[config.mk]
export PLATFORM = sky130hd
export DESIGN_NAME = osa_alu
export DESIGN_NICKNAME = d
export VERILOG_FILES = /design/src/rtl/core/osa_pkg.sv /design/src/rtl/core/osa_alu.sv
export SDC_FILE = /design/constraint.sdc
export NUM_CORES = 2
export LEC_CHECK = 0
export ABC_CLOCK_PERIOD_IN_PS = 26100
export BUFFER_PORTS_ARGS = -buffer_cell sky130_fd_sc_hd__buf_2
export CAP_MARGIN = 20
export CELL_PAD_IN_SITES_DETAIL_PLACEMENT = 1
export CELL_PAD_IN_SITES_GLOBAL_PLACEMENT = 1
export CORE_ASPECT_RATIO = 0.7
export CORE_MARGIN = 2
export CORE_UTILIZATION = 49
export DETAILED_ROUTE_END_ITERATION = 7
export GPL_TIMING_DRIVEN = 0
export PLACE_DENSITY = 0.86
export SLEW_MARGIN = 40
export SYNTH_ARGS = -nofsm -noshare
export SYNTH_HDL_FRONTEND = slang
export SYNTH_SLANG_ARGS = --single-unit
[constraint.sdc]
create_clock -name clk -period 26.1 [get_ports clk]
set_input_delay 5.22 -clock clk [delete_from_list [all_inputs] [get_ports clk]]
set_output_delay 5.22 -clock clk [all_outputs]
set_load 0.005 [all_outputs]
[src/rtl/core/osa_pkg.sv]
// ----------------------------------------------------------------------------
// osa_pkg: shared types and constants of the operand stack ALU
// Operation codes, error codes, sequencer states and the ALU command struct.
// ----------------------------------------------------------------------------
package osa_pkg;

  localparam int unsigned STACK_DEPTH_DEF = 256;
  localparam int unsigned DATA_W          = 64;

  typedef enum logic [3:0] {
    OP_PUSH = 4'd0,
    OP_POP  = 4'd1,
    OP_PEEK = 4'd2,
    OP_ADD  = 4'd3,
    OP_SUB  = 4'd4,
    OP_MUL  = 4'd5,
    OP_DIV  = 4'd6,
    OP_MOD  = 4'd7,
    OP_POW  = 4'd8,
    OP_INCR = 4'd9,
    OP_DECR = 4'd10,
    OP_OR   = 4'd11,
    OP_AND  = 4'd12,
    OP_NOT  = 4'd13,
    OP_REV  = 4'd14,
    OP_NONE = 4'd15
  } op_t;

  typedef enum logic [1:0] {
    ERR_OK        = 2'd0,
    ERR_OVERFLOW  = 2'd1,
    ERR_UNDERFLOW = 2'd2,
    ERR_ZERODIV   = 2'd3
  } err_t;

  typedef enum logic [3:0] {
    ST_IDLE,
    ST_RD_A,
    ST_RD_B,
    ST_LAT_B,
    ST_ALU_GO,
    ST_ALU_WAIT,
    ST_WRITE,
    ST_REV_RD_LO,
    ST_REV_RD_HI,
    ST_REV_WR_LO,
    ST_REV_WR_HI,
    ST_REV_TOP,
    ST_REV_TOP_LAT,
    ST_DONE
  } state_t;

  typedef enum logic [2:0] {
    A_IDLE,
    A_MUL,
    A_DIV,
    A_POW_NEXT,
    A_DONE
  } alu_state_t;

  typedef struct packed {
    logic start;
    op_t  op;
  } alu_cmd_t;

  typedef struct packed {
    logic busy;
    logic done;
  } alu_stat_t;

endpackage

[src/rtl/core/osa_alu.sv]
// ----------------------------------------------------------------------------
// osa_alu: shared multi-cycle arithmetic unit
// One 64-bit shift-add path iterated for multiply and power, a restoring
// divider for divide and modulo; add, subtract, increment, decrement and
// logic finish in one step.
// ----------------------------------------------------------------------------
module osa_alu (
  input  logic                 clk,
  input  logic                 rst,
  input  osa_pkg::alu_cmd_t    cmd,
  input  logic [63:0]          a,
  input  logic [63:0]          b,
  output osa_pkg::alu_stat_t   stat,
  output logic [63:0]          result
);

  osa_pkg::alu_state_t st, st_next;
  osa_pkg::op_t op_r;
  logic [63:0] mx;       // multiplicand, shifted left each step
  logic [63:0] my;       // multiplier, shifted right each step
  logic [63:0] prod;
  logic [63:0] base;     // power: running square of the base
  logic [63:0] ex;       // power: exponent bits not yet used
  logic [63:0] pacc;     // power: accumulated product
  logic        pw_sq;    // power: next step squares the base
  logic        pw_dst;   // power: running multiply updates the base
  logic [63:0] quo;
  logic [63:0] rem;
  logic [63:0] dvs;
  logic [5:0]  cnt;
  logic        neg_q;
  logic        neg_r;

  logic [63:0] a_mag, b_mag;
  logic [63:0] prod_next;
  logic        mul_last;
  logic [64:0] rem_sh;
  logic [64:0] rem_sub;
  logic [63:0] quo_next;
  logic [63:0] rem_next;

  assign a_mag     = a[63] ? (64'd0 - a) : a;
  assign b_mag     = b[63] ? (64'd0 - b) : b;
  assign prod_next = my[0] ? prod + mx : prod;
  assign mul_last  = (my[63:1] == 63'd0);
  assign rem_sh    = {rem, quo[63]};
  assign rem_sub   = rem_sh - {1'b0, dvs};
  assign quo_next  = {quo[62:0], ~rem_sub[64]};
  assign rem_next  = rem_sub[64] ? rem_sh[63:0] : rem_sub[63:0];

  always_comb begin
    st_next = st;
    unique case (st)
      osa_pkg::A_IDLE: if (cmd.start) begin
        unique case (cmd.op)
          osa_pkg::OP_MUL:                  st_next = osa_pkg::A_MUL;
          osa_pkg::OP_DIV, osa_pkg::OP_MOD: st_next = osa_pkg::A_DIV;
          osa_pkg::OP_POW: st_next = b[63] ? osa_pkg::A_DONE : osa_pkg::A_POW_NEXT;
          default:                          st_next = osa_pkg::A_DONE;
        endcase
      end
      osa_pkg::A_MUL: if (mul_last) begin
        st_next = (op_r == osa_pkg::OP_POW) ? osa_pkg::A_POW_NEXT : osa_pkg::A_DONE;
      end
      osa_pkg::A_DIV: if (&cnt) st_next = osa_pkg::A_DONE;
      osa_pkg::A_POW_NEXT: begin
        priority if (pw_sq)
          st_next = (ex[63:1] == 63'd0) ? osa_pkg::A_DONE : osa_pkg::A_MUL;
        else if (ex[0])
          st_next = osa_pkg::A_MUL;
      end
      osa_pkg::A_DONE: st_next = osa_pkg::A_IDLE;
      default: st_next = osa_pkg::A_IDLE;
    endcase
  end

  always_comb begin
    stat.busy = (st != osa_pkg::A_IDLE) && (st != osa_pkg::A_DONE);
    stat.done = (st == osa_pkg::A_DONE);
  end

  always_ff @(posedge clk) begin
    if (rst) begin
      st <= osa_pkg::A_IDLE;
    end else begin
      st <= st_next;
      unique case (st)
        osa_pkg::A_IDLE: if (cmd.start) begin
          op_r <= cmd.op;
          cnt  <= '0;
          unique case (cmd.op)
            osa_pkg::OP_ADD:  result <= a + b;
            osa_pkg::OP_SUB:  result <= a - b;
            osa_pkg::OP_INCR: result <= a + 64'd1;
            osa_pkg::OP_DECR: result <= a - 64'd1;
            osa_pkg::OP_OR:   result <= {63'd0, (a != 64'd0) || (b != 64'd0)};
            osa_pkg::OP_AND:  result <= {63'd0, (a != 64'd0) && (b != 64'd0)};
            osa_pkg::OP_NOT:  result <= {63'd0, a == 64'd0};
            osa_pkg::OP_MUL: begin
              mx <= a; my <= b; prod <= '0;
            end
            osa_pkg::OP_DIV, osa_pkg::OP_MOD: begin
              quo <= a_mag; dvs <= b_mag; rem <= '0;
              neg_q <= a[63] ^ b[63]; neg_r <= a[63];
            end
            osa_pkg::OP_POW: begin
              if (b[63]) begin
                priority if (a == 64'd1) result <= 64'd1;
                else if (&a)            result <= b[0] ? {64{1'b1}} : 64'd1;
                else                    result <= 64'd0;
              end else begin
                base <= a; ex <= b; pacc <= 64'd1; pw_sq <= 1'b0;
              end
            end
            default: result <= '0;
          endcase
        end
        osa_pkg::A_MUL: begin
          // shift-add, one multiplier bit per cycle, stops when no bits remain
          prod <= prod_next;
          mx   <= mx << 1;
          my   <= my >> 1;
          if (mul_last) begin
            priority if (op_r != osa_pkg::OP_POW) result <= prod_next;
            else if (pw_dst)                      base   <= prod_next;
            else                                  pacc   <= prod_next;
          end
        end
        osa_pkg::A_DIV: begin
          // restoring division, one quotient bit per cycle
          quo <= quo_next;
          rem <= rem_next;
          cnt <= cnt + 6'd1;
          if (&cnt) begin
            if (op_r == osa_pkg::OP_DIV) result <= neg_q ? 64'd0 - quo_next : quo_next;
            else                         result <= neg_r ? 64'd0 - rem_next : rem_next;
          end
        end
        osa_pkg::A_POW_NEXT: begin
          // per exponent bit: acc *= base if set, then base *= base
          prod <= '0;
          if (pw_sq) begin
            if (ex[63:1] == 63'd0) begin
              result <= pacc;
            end else begin
              mx <= base; my <= base; pw_dst <= 1'b1;
              ex <= ex >> 1;
              pw_sq <= 1'b0;
            end
          end else begin
            pw_sq <= 1'b1;
            if (ex[0]) begin
              mx <= pacc; my <= base; pw_dst <= 1'b0;
            end
          end
        end
        default: ;
      endcase
    end
  end

endmodule

==> results_dict.tcl <==
set metrics [dict create \
    outcome "completed" \
    insertion_delay_ps 700 \
    grt-ovfl-total 0 \
    num_rows 98 \
    drive_gt1_share_pct 9.87 \
    cts_root_buf "clkbuf_16" \
    slowest_stage "a2111oi_0" \
    finalPower_mw 4.10 \
    ir_worst_vdd_uv 63.0 \
    worstSetupStartpoint "b[0]" \
    final_common_cell "nand2_1" \
    worst-path-stages 25 \
    clk_pin_slew_ps 70 \
    worstMarginPinSlew_ps 1060 \
    drc 0 \
    hold_buffers 0 \
    finClkSkew_ps 34.7 \
    cpPeakStageDelay_ps 910 \
    rsz0062_at_grt "no" \
    max-clock-path-buffers 3 \
    yosys_warnings 0 \
    leakagePower_nw 21.4 \
    cp_data_arrival_time_ps 14880 \
    dieArea_sq_mm 0.106 \
    hold_viol 0 \
    ff2ff_path_depth 26 \
    min_period_ps 14530 \
    postLayoutCoreUtil_pct 55.5 \
    finalHoldWorstSlack_ps 488 \
    postCtsSetupRepairBufs 0 \
    netlist_instances 5812 \
    grt_pass1_vias 51200 \
    setup_tns_ps 0 \
    drt_pass1_iterations 7 \
    crit_path_end_kind "register" \
    fin_nets 6489 \
    design_area_sq_mm 0.0566 \
    io_buffers 183 \
    multi_input_area_sq_mm 0.0290 \
    crit_buf_inv 2 \
    area_growth_pct 12.2 \
    antenna_found_initial 26 \
    crit_top_cell "o21ai_0" \
    ys_seq_area_share_pct 39.0 \
    initial_core_util_pct 49.4 \
    setup_violations 0 \
    die_h_microns 272 \
    hold_class "reg -> reg" \
    cap_viol_max_count 0 \
    io_pins 201 \
    cts_tree "built" \
    synth_area_sq_mm 0.0504 \
    core_sq_mm 0.102 \
    max_freq_mhz 68.8 \
    async_flop_share_pct 0 \
    via_per_inst 7.14 \
    grt_use_total_pct 49.5 \
    reg2reg_to "result[56]" \
    tritoncts.num_buffers 74 \
    gp_congestion 1.09 \
    synth_edf_count 653 \
    vias 54000 \
    syn_nets 6148 \
    place_area_sq_mm 0.0541 \
    cts-resized-gates 0 \
    synth_flop_cell "edfxtp_1" \
    htree_levels 3 \
    wirelength_microns 272000 \
    grt_max_degree 36 \
    synth_cell_types 100 \
    synth_area_per_cell_sq_um 8.67 \
    r2r_slack_ps 14050 \
    detailedPlacementHpwl_microns 220000 \
    ys_ff_latch 656 \
    drv_slew 0 \
    worstPathRequired_ps 26450 \
    wl_per_cell_microns 35.9 \
    die-width_microns 387 \
    mostFrequentLayoutCells "nand2_1, o21ai_0, edfxtp_1" \
    start_kind "primary input" \
    register_area_sq_mm 0.0197 \
    clock_sinks 656 \
    finalCritPeriodShare_pct 55.7 \
    crit_fanout 7 \
    r2r_start "rem[13]" \
    power_density_mw_per_mm2 72.4 \
    slew_headroom_pct 29.5 \
    criticalPathCategory "in -> reg" \
    n_fill_cell 12100 \
    antenna_left 0 \
    cp_top_family "simple AND/OR/NAND/NOR gates" \
    crit_end "result[55]" \
    drt_iter0_drc 9923 \
    grt_pass1_wl_microns 372000 \
]
## cell type report
class,instances,area share [%]
antenna,10,0.0442
buffer,382,2.84
clock buffer,91,3.40
clock inverter,40,0.670
inverter,144,0.955
multi-input combinational,4630,51.3
sequential,656,34.8
tap,1350,2.99
timing repair buffer,265,3.06
## where the power goes
part / internal (mW) / total [mW] / switching (mW)
registers: 1.35 / 1.42 / 0.0730
clock network: 0.578 / 1.08 / 0.505
logic: 0.443 / 1.59 / 1.15
## cell usage after synthesis (all sizes together), types with 16 or more instances
cell type / instances / area (sq um)
nand2b: 66 / 413
edfxtp: 653 / 19600
xnor2: 218 / 1910
o41ai: 19 / 166
or2: 31 / 196
ha: 198 / 2480
and3: 35 / 219
or3: 82 / 533
o211ai: 45 / 338
a211oi: 24 / 180
and2: 40 / 250
a31oi: 45 / 282
nor2: 438 / 1650
o31ai: 46 / 345
nor3: 95 / 490
nor2b: 32 / 200
o21ai: 687 / 3440
clkbuf: 318 / 1200
a21oi: 318 / 1590
xor2: 230 / 2010
buf: 64 / 259
inv: 144 / 541
a221oi: 45 / 400
o21a: 36 / 270
mux2i: 223 / 2230
nor4: 75 / 499
a211o: 16 / 140
nand4: 79 / 494
o21bai: 32 / 240
nand2: 926 / 3480
a21o: 171 / 1280
nand3: 84 / 420
or4: 47 / 357
o221ai: 34 / 298
## kinds of logic after synthesis
kind of cell | Yosys count | share of synthesized area [%]
muxes | 230 | 4.58
DFF | 656 | 39.0
AOI/OAI and AO/OA | 1660 | 20.3
adders and majority gates | 201 | 5.03
and+or+nand+nor | 2091 | 19.3
buffers and inverters | 526 | 3.96
xor gates and xnor gates | 448 | 7.78
## registers in the layout, summed over array words and instances, names as in the netlist, 3 cells and up
name / cells
mx: 64
dvs: 64
pacc: 64
op_r: 4
base: 64
quo: 64
st: 3
rem: 64
cnt: 6
prod: 64
ex: 63
my: 64
result: 64
## through the flow
stage	setup WS (ps)	cells
after floorplan	5570	5812
after global placement	-3340	7345
after detailed placement	11550	7427
after CTS	12180	7558
after global routing	11710	7559
final	11570	7568
## per-layer routing
| layer | part of all wire [%] | GRT usage, % |
|---|---|---|
| met1 | 39 | 68.3 |
| met2 | 39 | 67.6 |
| met3 | 16 | 20.5 |
| met4 | 5.4 | 21.1 |
| met5 | 0.12 | 0 |
## worst reg2reg max path, stage by stage (launching register included)
cell       delay (ps)
edfxtp_1          510
ha_1              340
clkbuf_1          280
nand4_1           200
o21ai_0           750
o21ai_2           350
or2_2             470
a21boi_2          730
nor3_2            200
inv_2             320
clkbuf_1          650
buf_2             590
clkbuf_2          580
buf_2             570
buf_2             570
nor2_1            100
a21oi_1           400
ha_1              360
o2111ai_1         250
or4_1             650
o41ai_1           560
nand3_1           400
nor4b_4           660
a31oi_1           220
xnor2_1           250
o21ai_0           530
nand4_1           290
## worst min-delay path by stage
stage,startpoint,endpoint,slack (ps),cells after the start
detailed placement,pw_sq,pw_dst,460,0
finish,pw_sq,pw_dst,490,0
global placement,pw_sq,pw_dst,430,0
CTS,pw_sq,pw_dst,480,0
floorplan,pw_sq,pw_dst,420,0
global route,pw_sq,pw_dst,470,0
Power figures use the tool's default switching activity.
